## config.mk

```make
export PLATFORM = sky130hd
export DESIGN_NAME = command_packet_deframer_crc32_flat
export DESIGN_NICKNAME = d
export VERILOG_FILES = /design/src/design/cpd_pkg.sv /design/src/design/cpd_stream_if.sv /design/src/design/cpd_crc_byte.sv /design/src/design/cpd_core.sv /design/src/design/command_packet_deframer_crc32.sv /design/src/flat_wrapper.sv
export SDC_FILE = /design/constraint.sdc
export NUM_CORES = 1
export LEC_CHECK = 0
export ABC_AREA = 1
export BUFFER_PORTS_ARGS = -buffer_cell sky130_fd_sc_hd__buf_2
export CORE_ASPECT_RATIO = 1.25
export CORE_MARGIN = 4
export CORE_UTILIZATION = 40
export DETAILED_ROUTE_END_ITERATION = 8
export PLACE_DENSITY = 0.61
export SLEW_MARGIN = 20
export SYNTH_ARGS = -nofsm -noshare
export SYNTH_HDL_FRONTEND = slang
export SYNTH_HIERARCHICAL = 1
export SYNTH_SLANG_ARGS = --single-unit
```

## constraint.sdc

```tcl
create_clock -name i_clk -period 8.7 [get_ports i_clk]
set_input_delay 0.87 -clock i_clk [delete_from_list [all_inputs] [get_ports i_clk]]
set_output_delay 0.87 -clock i_clk [all_outputs]
set_load 0.005 [all_outputs]
```

## src/design/cpd_pkg.sv

```systemverilog
`default_nettype none

package cpd_pkg;

    // item kinds
    localparam logic [1:0] KIND_BYTE  = 2'd0;
    localparam logic [1:0] KIND_FINAL = 2'd1;
    localparam logic [1:0] KIND_CLEAR = 2'd2;

    // configuration register indexes
    localparam logic [1:0] REG_READ_CODE  = 2'd0;
    localparam logic [1:0] REG_WRITE_CODE = 2'd1;
    localparam logic [1:0] REG_BURST_CODE = 2'd2;
    localparam logic [1:0] REG_ERROR_CODE = 2'd3;

    // error status codes
    localparam logic [1:0] ERR_NONE    = 2'd0;
    localparam logic [1:0] ERR_UNKNOWN = 2'd1;
    localparam logic [1:0] ERR_CRC     = 2'd2;
    localparam logic [1:0] ERR_FINAL   = 2'd3;

    localparam logic [31:0] CRC_POLY  = 32'hEDB8_8320;
    localparam logic [31:0] CRC_INIT  = 32'hFFFF_FFFF;
    localparam logic [8:0]  HDR_BYTES = 9'd5;
    localparam logic [8:0]  COUNT_MAX = 9'd511;
    localparam logic [8:0]  NO_PAY_END = 9'd9;

    typedef struct packed {
        logic [1:0] kind;
        logic [7:0] byte_value;
    } t_in_item;

    typedef struct packed {
        logic        packet_done;
        logic [1:0]  error_status;
        logic [3:0]  command;
        logic [27:0] address;
        logic [8:0]  length;
        logic        payload_valid;
        logic [7:0]  payload_byte;
        logic [7:0]  payload_index;
    } t_out_item;

    typedef struct packed {
        logic [1:0] reg_index;
        logic [3:0] reg_data;
    } t_cfg_write;

    typedef struct packed {
        logic [3:0] read_code;
        logic [3:0] write_code;
        logic [3:0] read_burst_code;
        logic [3:0] error_code;
    } t_codes;

endpackage

`default_nettype wire

```

## src/design/cpd_stream_if.sv

```systemverilog
`default_nettype none

interface cpd_stream_if #(
    parameter type t_payload = logic
) ();
    logic     valid;
    logic     ready;
    t_payload payload;

    modport source (output valid, output payload, input ready);
    modport sink   (input valid, input payload, output ready);
endinterface

`default_nettype wire

```

## src/design/cpd_crc_byte.sv

```systemverilog
`default_nettype none

module cpd_crc_byte (
    input  wire logic [31:0] i_crc,
    input  wire logic [7:0]  i_byte,
    output logic      [31:0] o_crc
);
    import cpd_pkg::*;

    // reflected crc-32, one byte, lsb first
    always_comb begin
        logic [31:0] v_crc;
        v_crc = i_crc ^ {24'd0, i_byte};
        for (int k = 0; k < 8; k++) begin
            v_crc = v_crc[0] ? ((v_crc >> 1) ^ CRC_POLY) : (v_crc >> 1);
        end
        o_crc = v_crc;
    end
endmodule

`default_nettype wire

```

## src/design/cpd_core.sv

```systemverilog
`default_nettype none

module cpd_core #(
    parameter int MAX_PAYLOAD = 256
) (
    input  wire logic               i_clk,
    input  wire logic               i_rst_n,
    input  wire logic               i_step,
    input  wire cpd_pkg::t_in_item  i_item,
    input  wire cpd_pkg::t_codes    i_codes,
    output cpd_pkg::t_out_item      o_result
);
    import cpd_pkg::*;

    localparam logic [8:0] MAX_LEN = 9'(MAX_PAYLOAD);

    logic [8:0]  r_byte_count, n_byte_count;
    logic [31:0] r_crc, n_crc;
    logic [31:0] r_rx_crc, n_rx_crc;
    logic [3:0]  r_command, n_command;
    logic [27:0] r_address, n_address;
    logic [8:0]  r_length, n_length;
    logic        r_done, n_done;
    logic [1:0]  r_error, n_error;
    logic [27:0] r_hdr_shift, n_hdr_shift;

    logic [31:0] crc_upd;
    logic        no_pay, pay, in_payload;
    logic [8:0]  count_next;
    logic [9:0]  pay_end;
    logic [3:0]  nib;
    logic        pv;
    logic [7:0]  pb, pi;

    cpd_crc_byte u_crc (
        .i_crc  (r_crc),
        .i_byte (i_item.byte_value),
        .o_crc  (crc_upd)
    );

    assign no_pay = (r_command == i_codes.write_code) || (r_command == i_codes.error_code);
    assign pay    = !no_pay && ((r_command == i_codes.read_code)
                                || (r_command == i_codes.read_burst_code));
    assign pay_end    = {1'b0, r_length} + {1'b0, HDR_BYTES};
    assign in_payload = pay && ({1'b0, r_byte_count} < pay_end);
    assign count_next = r_byte_count + 9'd1;
    assign nib        = i_item.byte_value[7:4];

    always_comb begin
        n_byte_count = r_byte_count;
        n_crc        = r_crc;
        n_rx_crc     = r_rx_crc;
        n_command    = r_command;
        n_address    = r_address;
        n_length     = r_length;
        n_done       = r_done;
        n_error      = r_error;
        n_hdr_shift  = r_hdr_shift;
        pv           = 1'b0;
        pb           = 8'd0;
        pi           = 8'd0;
        case (i_item.kind)
            KIND_FINAL: begin
                n_error = ERR_FINAL;
                n_done  = 1'b1;
            end
            KIND_CLEAR: begin
                n_byte_count = 9'd0;
                n_crc        = CRC_INIT;
                n_rx_crc     = 32'd0;
                n_command    = 4'd0;
                n_address    = 28'd0;
                n_length     = 9'd0;
                n_done       = 1'b0;
                n_error      = ERR_NONE;
                n_hdr_shift  = 28'd0;
            end
            KIND_BYTE: begin
                if (!r_done && r_byte_count != COUNT_MAX) begin
                    n_byte_count = count_next;
                    if (r_byte_count < HDR_BYTES) begin
                        n_crc = crc_upd;
                        if (r_byte_count == 9'd0) begin
                            if (nib == i_codes.read_code || nib == i_codes.write_code
                                || nib == i_codes.read_burst_code
                                || nib == i_codes.error_code) begin
                                n_command = nib;
                            end else begin
                                n_error = ERR_UNKNOWN;
                                n_done  = 1'b1;
                            end
                            n_hdr_shift = {24'd0, i_item.byte_value[3:0]};
                        end else if (r_byte_count < 9'd4) begin
                            n_hdr_shift = {r_hdr_shift[19:0], i_item.byte_value};
                            if (r_byte_count == 9'd3) begin
                                n_address = {r_hdr_shift[19:0], i_item.byte_value};
                            end
                        end else begin
                            // zero means the largest payload
                            if (i_item.byte_value == 8'd0
                                || {1'b0, i_item.byte_value} > MAX_LEN) begin
                                n_length = MAX_LEN;
                            end else begin
                                n_length = {1'b0, i_item.byte_value};
                            end
                        end
                    end else if (in_payload) begin
                        n_crc = crc_upd;
                        pv    = 1'b1;
                        pb    = i_item.byte_value;
                        pi    = 8'(r_byte_count - HDR_BYTES);
                    end else begin
                        n_rx_crc = {r_rx_crc[23:0], i_item.byte_value};
                        if ((no_pay && count_next == NO_PAY_END)
                            || (pay && {1'b0, count_next}
                                == {1'b0, r_length} + {1'b0, NO_PAY_END})) begin
                            if ({r_rx_crc[23:0], i_item.byte_value} != r_crc) begin
                                n_error = ERR_CRC;
                            end
                            n_done = 1'b1;
                        end
                    end
                end
            end
            default: begin
            end
        endcase
    end

    always_ff @(posedge i_clk) begin
        if (!i_rst_n) begin
            r_byte_count <= 9'd0;
            r_crc        <= CRC_INIT;
            r_rx_crc     <= 32'd0;
            r_command    <= 4'd0;
            r_address    <= 28'd0;
            r_length     <= 9'd0;
            r_done       <= 1'b0;
            r_error      <= ERR_NONE;
            r_hdr_shift  <= 28'd0;
        end else if (i_step) begin
            r_byte_count <= n_byte_count;
            r_crc        <= n_crc;
            r_rx_crc     <= n_rx_crc;
            r_command    <= n_command;
            r_address    <= n_address;
            r_length     <= n_length;
            r_done       <= n_done;
            r_error      <= n_error;
            r_hdr_shift  <= n_hdr_shift;
        end
    end

    always_comb begin
        o_result.packet_done   = n_done;
        o_result.error_status  = n_error;
        o_result.command       = n_command;
        o_result.address       = n_address;
        o_result.length        = n_length;
        o_result.payload_valid = pv;
        o_result.payload_byte  = pb;
        o_result.payload_index = pi;
    end

`ifndef SYNTHESIS
    a_done_freezes: assert property (@(posedge i_clk) disable iff (!i_rst_n)
        (i_step && i_item.kind == KIND_BYTE && r_done)
        |=> ($stable(r_byte_count) && $stable(r_crc) && $stable(r_error)))
        else $error("byte changed state after packet done");

    a_payload_after_header: assert property (@(posedge i_clk) disable iff (!i_rst_n)
        o_result.payload_valid |-> (r_byte_count >= HDR_BYTES && !r_done))
        else $error("payload byte flagged inside header or after done");

    a_clear_resets: assert property (@(posedge i_clk) disable iff (!i_rst_n)
        (i_step && i_item.kind == KIND_CLEAR)
        |=> (r_byte_count == 9'd0 && r_crc == CRC_INIT && !r_done && r_error == ERR_NONE))
        else $error("clear left state behind");
`endif
endmodule

`default_nettype wire

```

## src/design/command_packet_deframer_crc32.sv

```systemverilog
// command packet deframer with crc-32 check
// channels:
//   i_in_chan  - one transfer per received byte, finalize or clear (kind field)
//   o_out_chan - one status transfer for every input transfer, in order
//   i_cfg_chan - register writes (read, write, burst read, error command codes),
//                always ready, to be used only while no item is in flight
// path: an input transfer is held in the input register, then its result
//   is offered from the result register
// throughput: one item per cycle while the receiver keeps up; the byte-wide
//   crc update and header/length counter settle between the two registers
// reset (i_rst_n low, synchronous): parser state cleared, crc to all ones,
//   command codes back to 1, 2, 3 and 15, both channels empty
// stall: while the receiver holds off, the result register holds and the
//   input register still takes one more transfer, then i_in_chan.ready drops
`default_nettype none

module command_packet_deframer_crc32 #(
    parameter int MAX_PAYLOAD = 256
) (
    input  wire logic    i_clk,
    input  wire logic    i_rst_n,
    cpd_stream_if.sink   i_in_chan,
    cpd_stream_if.source o_out_chan,
    cpd_stream_if.sink   i_cfg_chan
);
    import cpd_pkg::*;

    // input stage
    logic      r_s1_valid;
    t_in_item  r_s1_item;
    // result stage
    logic      r_out_valid;
    t_out_item r_out_item;
    // command codes
    t_codes    r_codes;

    logic      advance;
    logic      step;
    t_out_item result;

    // result register moves when empty or taken
    assign advance = !r_out_valid || o_out_chan.ready;
    assign step    = r_s1_valid && advance;

    assign i_in_chan.ready  = !r_s1_valid || advance;
    assign i_cfg_chan.ready = 1'b1;

    assign o_out_chan.valid   = r_out_valid;
    assign o_out_chan.payload = r_out_item;

    always_ff @(posedge i_clk) begin
        if (!i_rst_n) begin
            r_s1_valid <= 1'b0;
        end else if (i_in_chan.ready) begin
            r_s1_valid <= i_in_chan.valid;
        end
    end

    always_ff @(posedge i_clk) begin
        if (i_in_chan.ready && i_in_chan.valid) begin
            r_s1_item <= i_in_chan.payload;
        end
    end

    always_ff @(posedge i_clk) begin
        if (!i_rst_n) begin
            r_out_valid <= 1'b0;
        end else if (advance) begin
            r_out_valid <= r_s1_valid;
        end
    end

    always_ff @(posedge i_clk) begin
        if (step) begin
            r_out_item <= result;
        end
    end

    // register write on each cfg transfer
    always_ff @(posedge i_clk) begin
        if (!i_rst_n) begin
            r_codes.read_code       <= 4'd1;
            r_codes.write_code      <= 4'd2;
            r_codes.read_burst_code <= 4'd3;
            r_codes.error_code      <= 4'd15;
        end else if (i_cfg_chan.valid) begin
            case (i_cfg_chan.payload.reg_index)
                REG_READ_CODE:  r_codes.read_code       <= i_cfg_chan.payload.reg_data;
                REG_WRITE_CODE: r_codes.write_code      <= i_cfg_chan.payload.reg_data;
                REG_BURST_CODE: r_codes.read_burst_code <= i_cfg_chan.payload.reg_data;
                REG_ERROR_CODE: r_codes.error_code      <= i_cfg_chan.payload.reg_data;
                default: begin
                end
            endcase
        end
    end

    // parser: header, payload, trailer and crc check, one byte per step
    cpd_core #(
        .MAX_PAYLOAD (MAX_PAYLOAD)
    ) u_core (
        .i_clk    (i_clk),
        .i_rst_n  (i_rst_n),
        .i_step   (step),
        .i_item   (r_s1_item),
        .i_codes  (r_codes),
        .o_result (result)
    );
endmodule

`default_nettype wire

```

## src/flat_wrapper.sv

```systemverilog
// flat-port wrapper written by rule: the top's interface ports become plain ports
module command_packet_deframer_crc32_flat import cpd_pkg::*;
#(
    parameter int MAX_PAYLOAD = 256
)
  (i_clk, i_rst_n, i_in_chan_valid, i_in_chan_payload, i_in_chan_ready, o_out_chan_valid, o_out_chan_payload, o_out_chan_ready, i_cfg_chan_valid, i_cfg_chan_payload, i_cfg_chan_ready);
  cpd_stream_if #(.t_payload(t_in_item)) i_in_chan_i ();
  cpd_stream_if #(.t_payload(t_out_item)) o_out_chan_i ();
  cpd_stream_if #(.t_payload(t_cfg_write)) i_cfg_chan_i ();
  input  wire logic i_clk;
  input  wire logic i_rst_n;
  input wire logic [$bits(i_in_chan_i.valid)-1:0] i_in_chan_valid;
  input wire logic [$bits(i_in_chan_i.payload)-1:0] i_in_chan_payload;
  output wire logic [$bits(i_in_chan_i.ready)-1:0] i_in_chan_ready;
  output wire logic [$bits(o_out_chan_i.valid)-1:0] o_out_chan_valid;
  output wire logic [$bits(o_out_chan_i.payload)-1:0] o_out_chan_payload;
  input wire logic [$bits(o_out_chan_i.ready)-1:0] o_out_chan_ready;
  input wire logic [$bits(i_cfg_chan_i.valid)-1:0] i_cfg_chan_valid;
  input wire logic [$bits(i_cfg_chan_i.payload)-1:0] i_cfg_chan_payload;
  output wire logic [$bits(i_cfg_chan_i.ready)-1:0] i_cfg_chan_ready;
  assign i_in_chan_i.valid = i_in_chan_valid;
  assign i_in_chan_i.payload = i_in_chan_payload;
  assign i_in_chan_ready = i_in_chan_i.ready;
  assign o_out_chan_valid = o_out_chan_i.valid;
  assign o_out_chan_payload = o_out_chan_i.payload;
  assign o_out_chan_i.ready = o_out_chan_ready;
  assign i_cfg_chan_i.valid = i_cfg_chan_valid;
  assign i_cfg_chan_i.payload = i_cfg_chan_payload;
  assign i_cfg_chan_ready = i_cfg_chan_i.ready;
  command_packet_deframer_crc32 #(.MAX_PAYLOAD(MAX_PAYLOAD)) u_core (.i_clk(i_clk), .i_rst_n(i_rst_n), .i_in_chan(i_in_chan_i), .o_out_chan(o_out_chan_i), .i_cfg_chan(i_cfg_chan_i));
endmodule
```

# After elaboration in Yosys (flattened, before gate mapping)
# Cells that the tools add are included.
# Widths: inputs -> output; s select.
# classes
add_sub_neg	4
reduce_logical	35
n_lt_le_gt_ge	4
n_eq_ne	24
n_bitwise	12
n_mux	56
# ops
op	count
$mux 32	11
$mux 28	5
$not 13->14	8
$mux 20	4
$mux 24	3
$pmux 32 s2	1
$pmux 28 s2	1
$mux 9	6
$pmux 24 s2	1
$pmux 20 s2	1
$pmux 9 s2	2
$eq 4x4->1	8
$ne 32x32->1	1
$xor 32x8->32	1
$lt 9x3->1 const B	2
$mux 4	4
$mux 2	7
$add 9x3->10 const B	1
$add 9x4->10 const B	1
$eq 9x10->1	1
$lt 9x10->1	1
$reduce_and 5->1	2
$add 9x1->9 const B	1
$eq 9x2->1 const B	1
25 further kinds	61
# totals
output_inout_bits	64
ff_bits	218
wordCells	160
inputBits	21

# Longest topological paths before layout
# logic_depth
word_depth	21
mapped_depth	20
depth_no_buf	20

# Modules after synthesis
# Netlist, hierarchy kept.
# modules_own_cells
module	cells_each	area_each_um2	seq_area_each_um2	n_inst
cpd_core	1235	8313.0	2582.5	1
command_packet_deframer_crc32	178	2865.2	2492.4	1
cpd_crc_byte	205	1276.2	0.0	1

# Worst setup path after synthesis
# No wires, ideal clock.
# synth_timing
kind	input -> register
start	input o_out_chan_ready
end	register u_core.u_core.r_hdr_shift[13]
path_stages	12
required_time_ps	8629
path_buffers	2
setup_time_ps	71
path_slack_ps	3018
t_arrival_ps	5611
cell_sequence	inv_1 -> a21oi_1 -> buf_4 -> inv_2 -> nor2_1 -> inv_1 -> nor2_2 -> inv_1 -> nor3_1 -> buf_2 -> nand2_1 -> a21oi_1
# synth_between
elab_chain_cells	3
# synth_rtl
item	line_no	text
from (decl)	flat_wrapper.sv:17	input wire logic [$bits(o_out_chan_i.ready)-1:0] o_out_chan_ready;
$logic_or 1x1->1	command_packet_deframer_crc32.sv:42	assign advance = !r_out_valid || o_out_chan.ready;
$logic_and 1x1->1	command_packet_deframer_crc32.sv:43	assign step = r_s1_valid && advance;
named net u_core.step	command_packet_deframer_crc32.sv:38	logic step;
$reduce_and 5->1 (no line)	--	
to (signal assigned)	cpd_core.sv:150	r_hdr_shift <= n_hdr_shift;
to (decl)	cpd_core.sv:25	logic [27:0] r_hdr_shift, n_hdr_shift;
# The timed path passes the listed nets, and every way through them passes these cells.
# A chain may end at the register's enable or synchronous reset.

# Worst setup path in the final report
# layout_timing
start	register u_core.u_core.r_byte_count[1]
end	register u_core.u_core.r_crc[14]
# layout_between
elab_chain_cells	4
elab_cells_between_ends	11
cone_classes	order compare (2); eq/ne (3); mux (3); reduce/logical (3)
# layout_rtl
item	line_no	text
from (decl)	cpd_core.sv:17	logic [8:0] r_byte_count, n_byte_count;
from (signal assigned)	cpd_core.sv:142	r_byte_count <= n_byte_count;
$lt 9x10->1, or another cell as far along	cpd_core.sv:45	assign in_payload = pay && ({1'b0, r_byte_count} < pay_end);
$logic_and 1x1->1, or another cell as far along	cpd_core.sv:45	
$ne 3x3->1 (no line), or another cell as far along	--	
$reduce_and 4->1 (no line) / $pmux 32 s2 (equally long branches)	--	
to (signal assigned)	cpd_core.sv:143	r_crc <= n_crc;
to (decl)	cpd_core.sv:18	logic [31:0] r_crc, n_crc;
# Parallel ways exist; a longest one is shown, timed or not. The select of a mux whose other input is x is not followed.

==> summary.txt <==
Logic synthesis
  – Post-synth EDFFs: 71
  – Dominant synthesized flop cell: dfxtp_1
  – Xor/xnor cell area share of the yosys netlist: 8.28%
  – Post-synthesis mux area share: 0%
  – Post-synthesis async set-or-reset flop share: 0%
  – Adder-Cell Fraction of Synth Area: 1.41%
  – Netlist cell types: 51
  – Mapped Area: 12500 sq um
  – Synth Warn #: 6
  – Largest family of logic cells by synthesized area: simple AND/OR/NAND/NOR gates
  – Compound-Gate Fraction of Synth Area: 14.0%
  – Seq/Total Area, Yosys: 40.7%
  – Syn Nets: about 1700
  – Mapped Cells: around 1600
  – Seq cells post-synth: approximately 220
  – Post-Syn Area per Cell: a little under 8 sq um
  – Simple-gate share of the synthesized area: 27.0%

Placement
  – Dpl hpwl: approximately 22 mm
  – RePlAce Congestion: 0.875
  – Inst Count DP: slightly above 2000
  – Port Buffers: 83

Critical path
  – Worst setup EP type: register
  – Worst r2r src: u_core/u_core/r_byte_count[1]$_SDFFE_PN0P_
  – Crit Path Class: reg2reg
  – Crit Path Max Fanout: 33
  – Reg2Reg Depth: 13
  – WP data required: 9170 ps
  – Reg-to-reg endpoint: u_core/u_core/r_crc[14]$_SDFFE_PN1P_
  – CP Launch Type: register
  – Worst-case register-to-register setup slack: 4930 ps
  – Worst path arrival time: 4240 ps

Die
  – Number of top-level pins: 85
  – Initial Utilization: 40.4%
  – Die Ht: 205 um
  – FP Rows: 72
  – DIE AREA: about 34000 sq um
  – Core area: 30800 sq um
  – DIE WIDTH: between 150 and 200 um

Route
  – Met1 wire length: 14.4 mm
  – Final Routed Wirelength: 31.8 mm
  – Drt first-iter violations: roughly 720
  – Met3 wire length: 1.57 mm
  – Routed vias: 10700
  – Remaining antenna violation count after routing: 0
  – Routed wl met2: 15.0 mm
  – WL/cell: 15.3 um
  – Max Used Layer: met4
  – Remaining DRCs: 0
  – DR pass1 iterations: 5
  – Drt via density: 5.13

Layout
  – Filler cells: 3131
  – Seq. cell area: 5070 sq um
  – ANT cells: 0
  – Fin util: between 40% and 50%
  – Layout cells sized above 1: approximately 17%
  – Area of the multi-input gates: 6330 sq um
  – Area grow syn2layout: 11.1%
  – Non-Filler Instances: 2081
  – NumNets Final: 1691

STA
  – Fmax: 265 MHz
  – Max-slew headroom: 33.6%
  – Fin crit share: between 40% and 50%
  – Final hold vios: 0
  – Max-slew violations: 0
  – Setup TNS: 0 ps
  – RSZ-0062 raised after global routing: false
  – Clk_skew: 15.4 ps
  – # setup viols final: 0
  – Slew @ Worst Pin: 996 ps
  – Crit path time final: approximately 3800 ps

Clock network
  – CTS root buf: clkbuf_16
  – Clk sinks: 218
  – Worst-path clk slew: 70 ps
  – H-tree depth: 1
  – Clock Path Buffers: 3
  – Number of hold buffers added after cts: 0
  – Post_cts resized: 0
  – Clk_lat worst skew: 530 ps
  – Setup bufs post-CTS: 0
  – TritonCTS buffer count: 24
  – CTS tree: built

Power and ir drop
  – Maximum vdd drop: 0.163 mV
  – Leakage: 5.52 nW
  – Design Power: 2.49 mW
  – Pwr Density: between 150 and 200 nW/um^2

Worst hold path
  – Hold path cells: 2
  – Hold Crit Start: u_core/u_core/r_address[19]$_SDFFE_PN0P_
  – Hold endpoint: u_core/u_core/r_address[19]$_SDFFE_PN0P_
  – Hold crit path type: reg2reg

GRT
  – Global-route wire length before repair: 52.0 mm
  – Total track usage: 18.3%
  – Vias in the first global route: 10100
  – Initial antenna violation count: 0
  – Remaining global-route overflow: 0
  – Largest net degree at the start of global routing: 87

Run status
  – Status: finished, final reports clean

Run
  – Max Cap Viol: 0
[worst max-delay path, stage by stage, from the launching register on]
cell and delay [ps]:
dfxtp_1 370, ha_1 270, nand2_1 130, nor2_1 60, nand2_1 110, nor2_1 60
ha_1 190, nor2_1 280, o21ai_0 230, nor2_4 550, nand2_2 580, inv_2 570
o21ai_0 170, nand2_1 100
[how the worst max path moves through the flow]
stage / depth (start not counted) / end / from / slack, ps
after detailed placement: 10 / u_core/u_core/r_crc[19]$_SDFFE_PN1P_ / o_out_chan_ready / 4670
final: 13 / u_core/u_core/r_crc[14]$_SDFFE_PN1P_ / u_core/u_core/r_byte_count[1]$_SDFFE_PN0P_ / 4930
after global routing: 13 / u_core/u_core/r_crc[15]$_SDFFE_PN1P_ / u_core/u_core/r_byte_count[0]$_SDFFE_PN0P_ / 4550
after global placement: 10 / u_core/u_core/r_crc[20]$_SDFFE_PN1P_ / o_out_chan_ready / 4710
after floorplan: 12 / u_core/u_core/r_hdr_shift[13]$_SDFFE_PN0P_ / o_out_chan_ready / 3020
after CTS: 13 / u_core/u_core/r_crc[16]$_SDFFE_PN1P_ / u_core/u_core/r_byte_count[1]$_SDFFE_PN0P_ / 4960
[power breakdown]
part	leakage [nW]	internal, mW	switching (mW)
combinational	3.23	0.108	0.210
clock	0.409	0.637	0.420
sequential	1.88	1.08	0.0371
total	5.52	1.83	0.667
[layout make-up]
type | instances | area share (%)
multi-input cells | 1160 | 45.7
clock inverters | 9 | 0.841
repair buffers | 92 | 3.49
well taps | 407 | 3.68
flip-flops and latches | 218 | 36.7
inverters | 160 | 4.37
clock buffers | 35 | 5.22
[flip-flops by register name, summed over array words and instances, names as in the netlist]
signal	count
u_core/u_core/r_rx_crc	24
u_core/o_out_chan.payload	61
u_core/u_core/r_error	2
u_core/o_out_chan.valid	1
u_core/u_core/r_length	9
u_core/u_core/r_hdr_shift	20
u_core/u_core/r_byte_count	9
u_core/r_s1_valid	1
u_core/r_s1_item	10
u_core/u_core/r_crc	32
u_core/u_core/r_address	28
u_core/r_codes	16
u_core/u_core/r_done	1
u_core/u_core/r_command	4
[Yosys cell counts, types with 27 or more instances]
cell / count / area, sq um
nand2_1: 437 / 1640
dfxtp_1: 147 / 2940
a21oi_1: 146 / 731
inv_1: 139 / 522
nor2_1: 78 / 293
edfxtp_1: 71 / 2130
nand3_1: 68 / 340
xor2_1: 65 / 569
o21ai_1: 60 / 300
o21ai_0: 53 / 265
nand4_1: 44 / 275
a21oi_2: 39 / 342
xnor2_1: 39 / 342
nand2_2: 38 / 238
buf_2: 27 / 135
[layout by cell type, fill, tap and decap left out, drive strengths merged, types with 68 or more instances in the layout]
cell type	synthesis	final
buf	53	92
nand3	73	73
o21ai	115	115
a21oi	185	185
xor2	68	68
edfxtp	71	71
dfxtp	147	147
nor2	95	95
nand2	491	491
inv	159	160
[routing by layer]
layer	vias to the layer above	GRT usage [%]
li1	5335	-
met1	5023	24.1
met2	258	30.9
met3	63	2.73
met4	0	5.89
met5	-	0
[cells by family (layout without fill, tap and decap cells)]
group                      after synthesis  after routing
buffers and inverters                  240            296
adders and majority gates               14             14
and+or+nand+nor                        724            724
xor gates and xnor gates               110            110
other                                    1              1
AOI/OAI and AO/OA                      311            311
DFF                                    218            218
[stage by stage]
step	setup slack, ps	hold slack (ps)	area [sq um]
3_3_place_gp	4710	451	13000
6_report	4930	463	13800
3_5_place_dp	4670	456	13000
2_1_floorplan	3020	441	12500
5_1_grt	4550	477	13800
4_1_cts	4960	464	13800
Note: power is estimated with default switching activity, not from simulation.
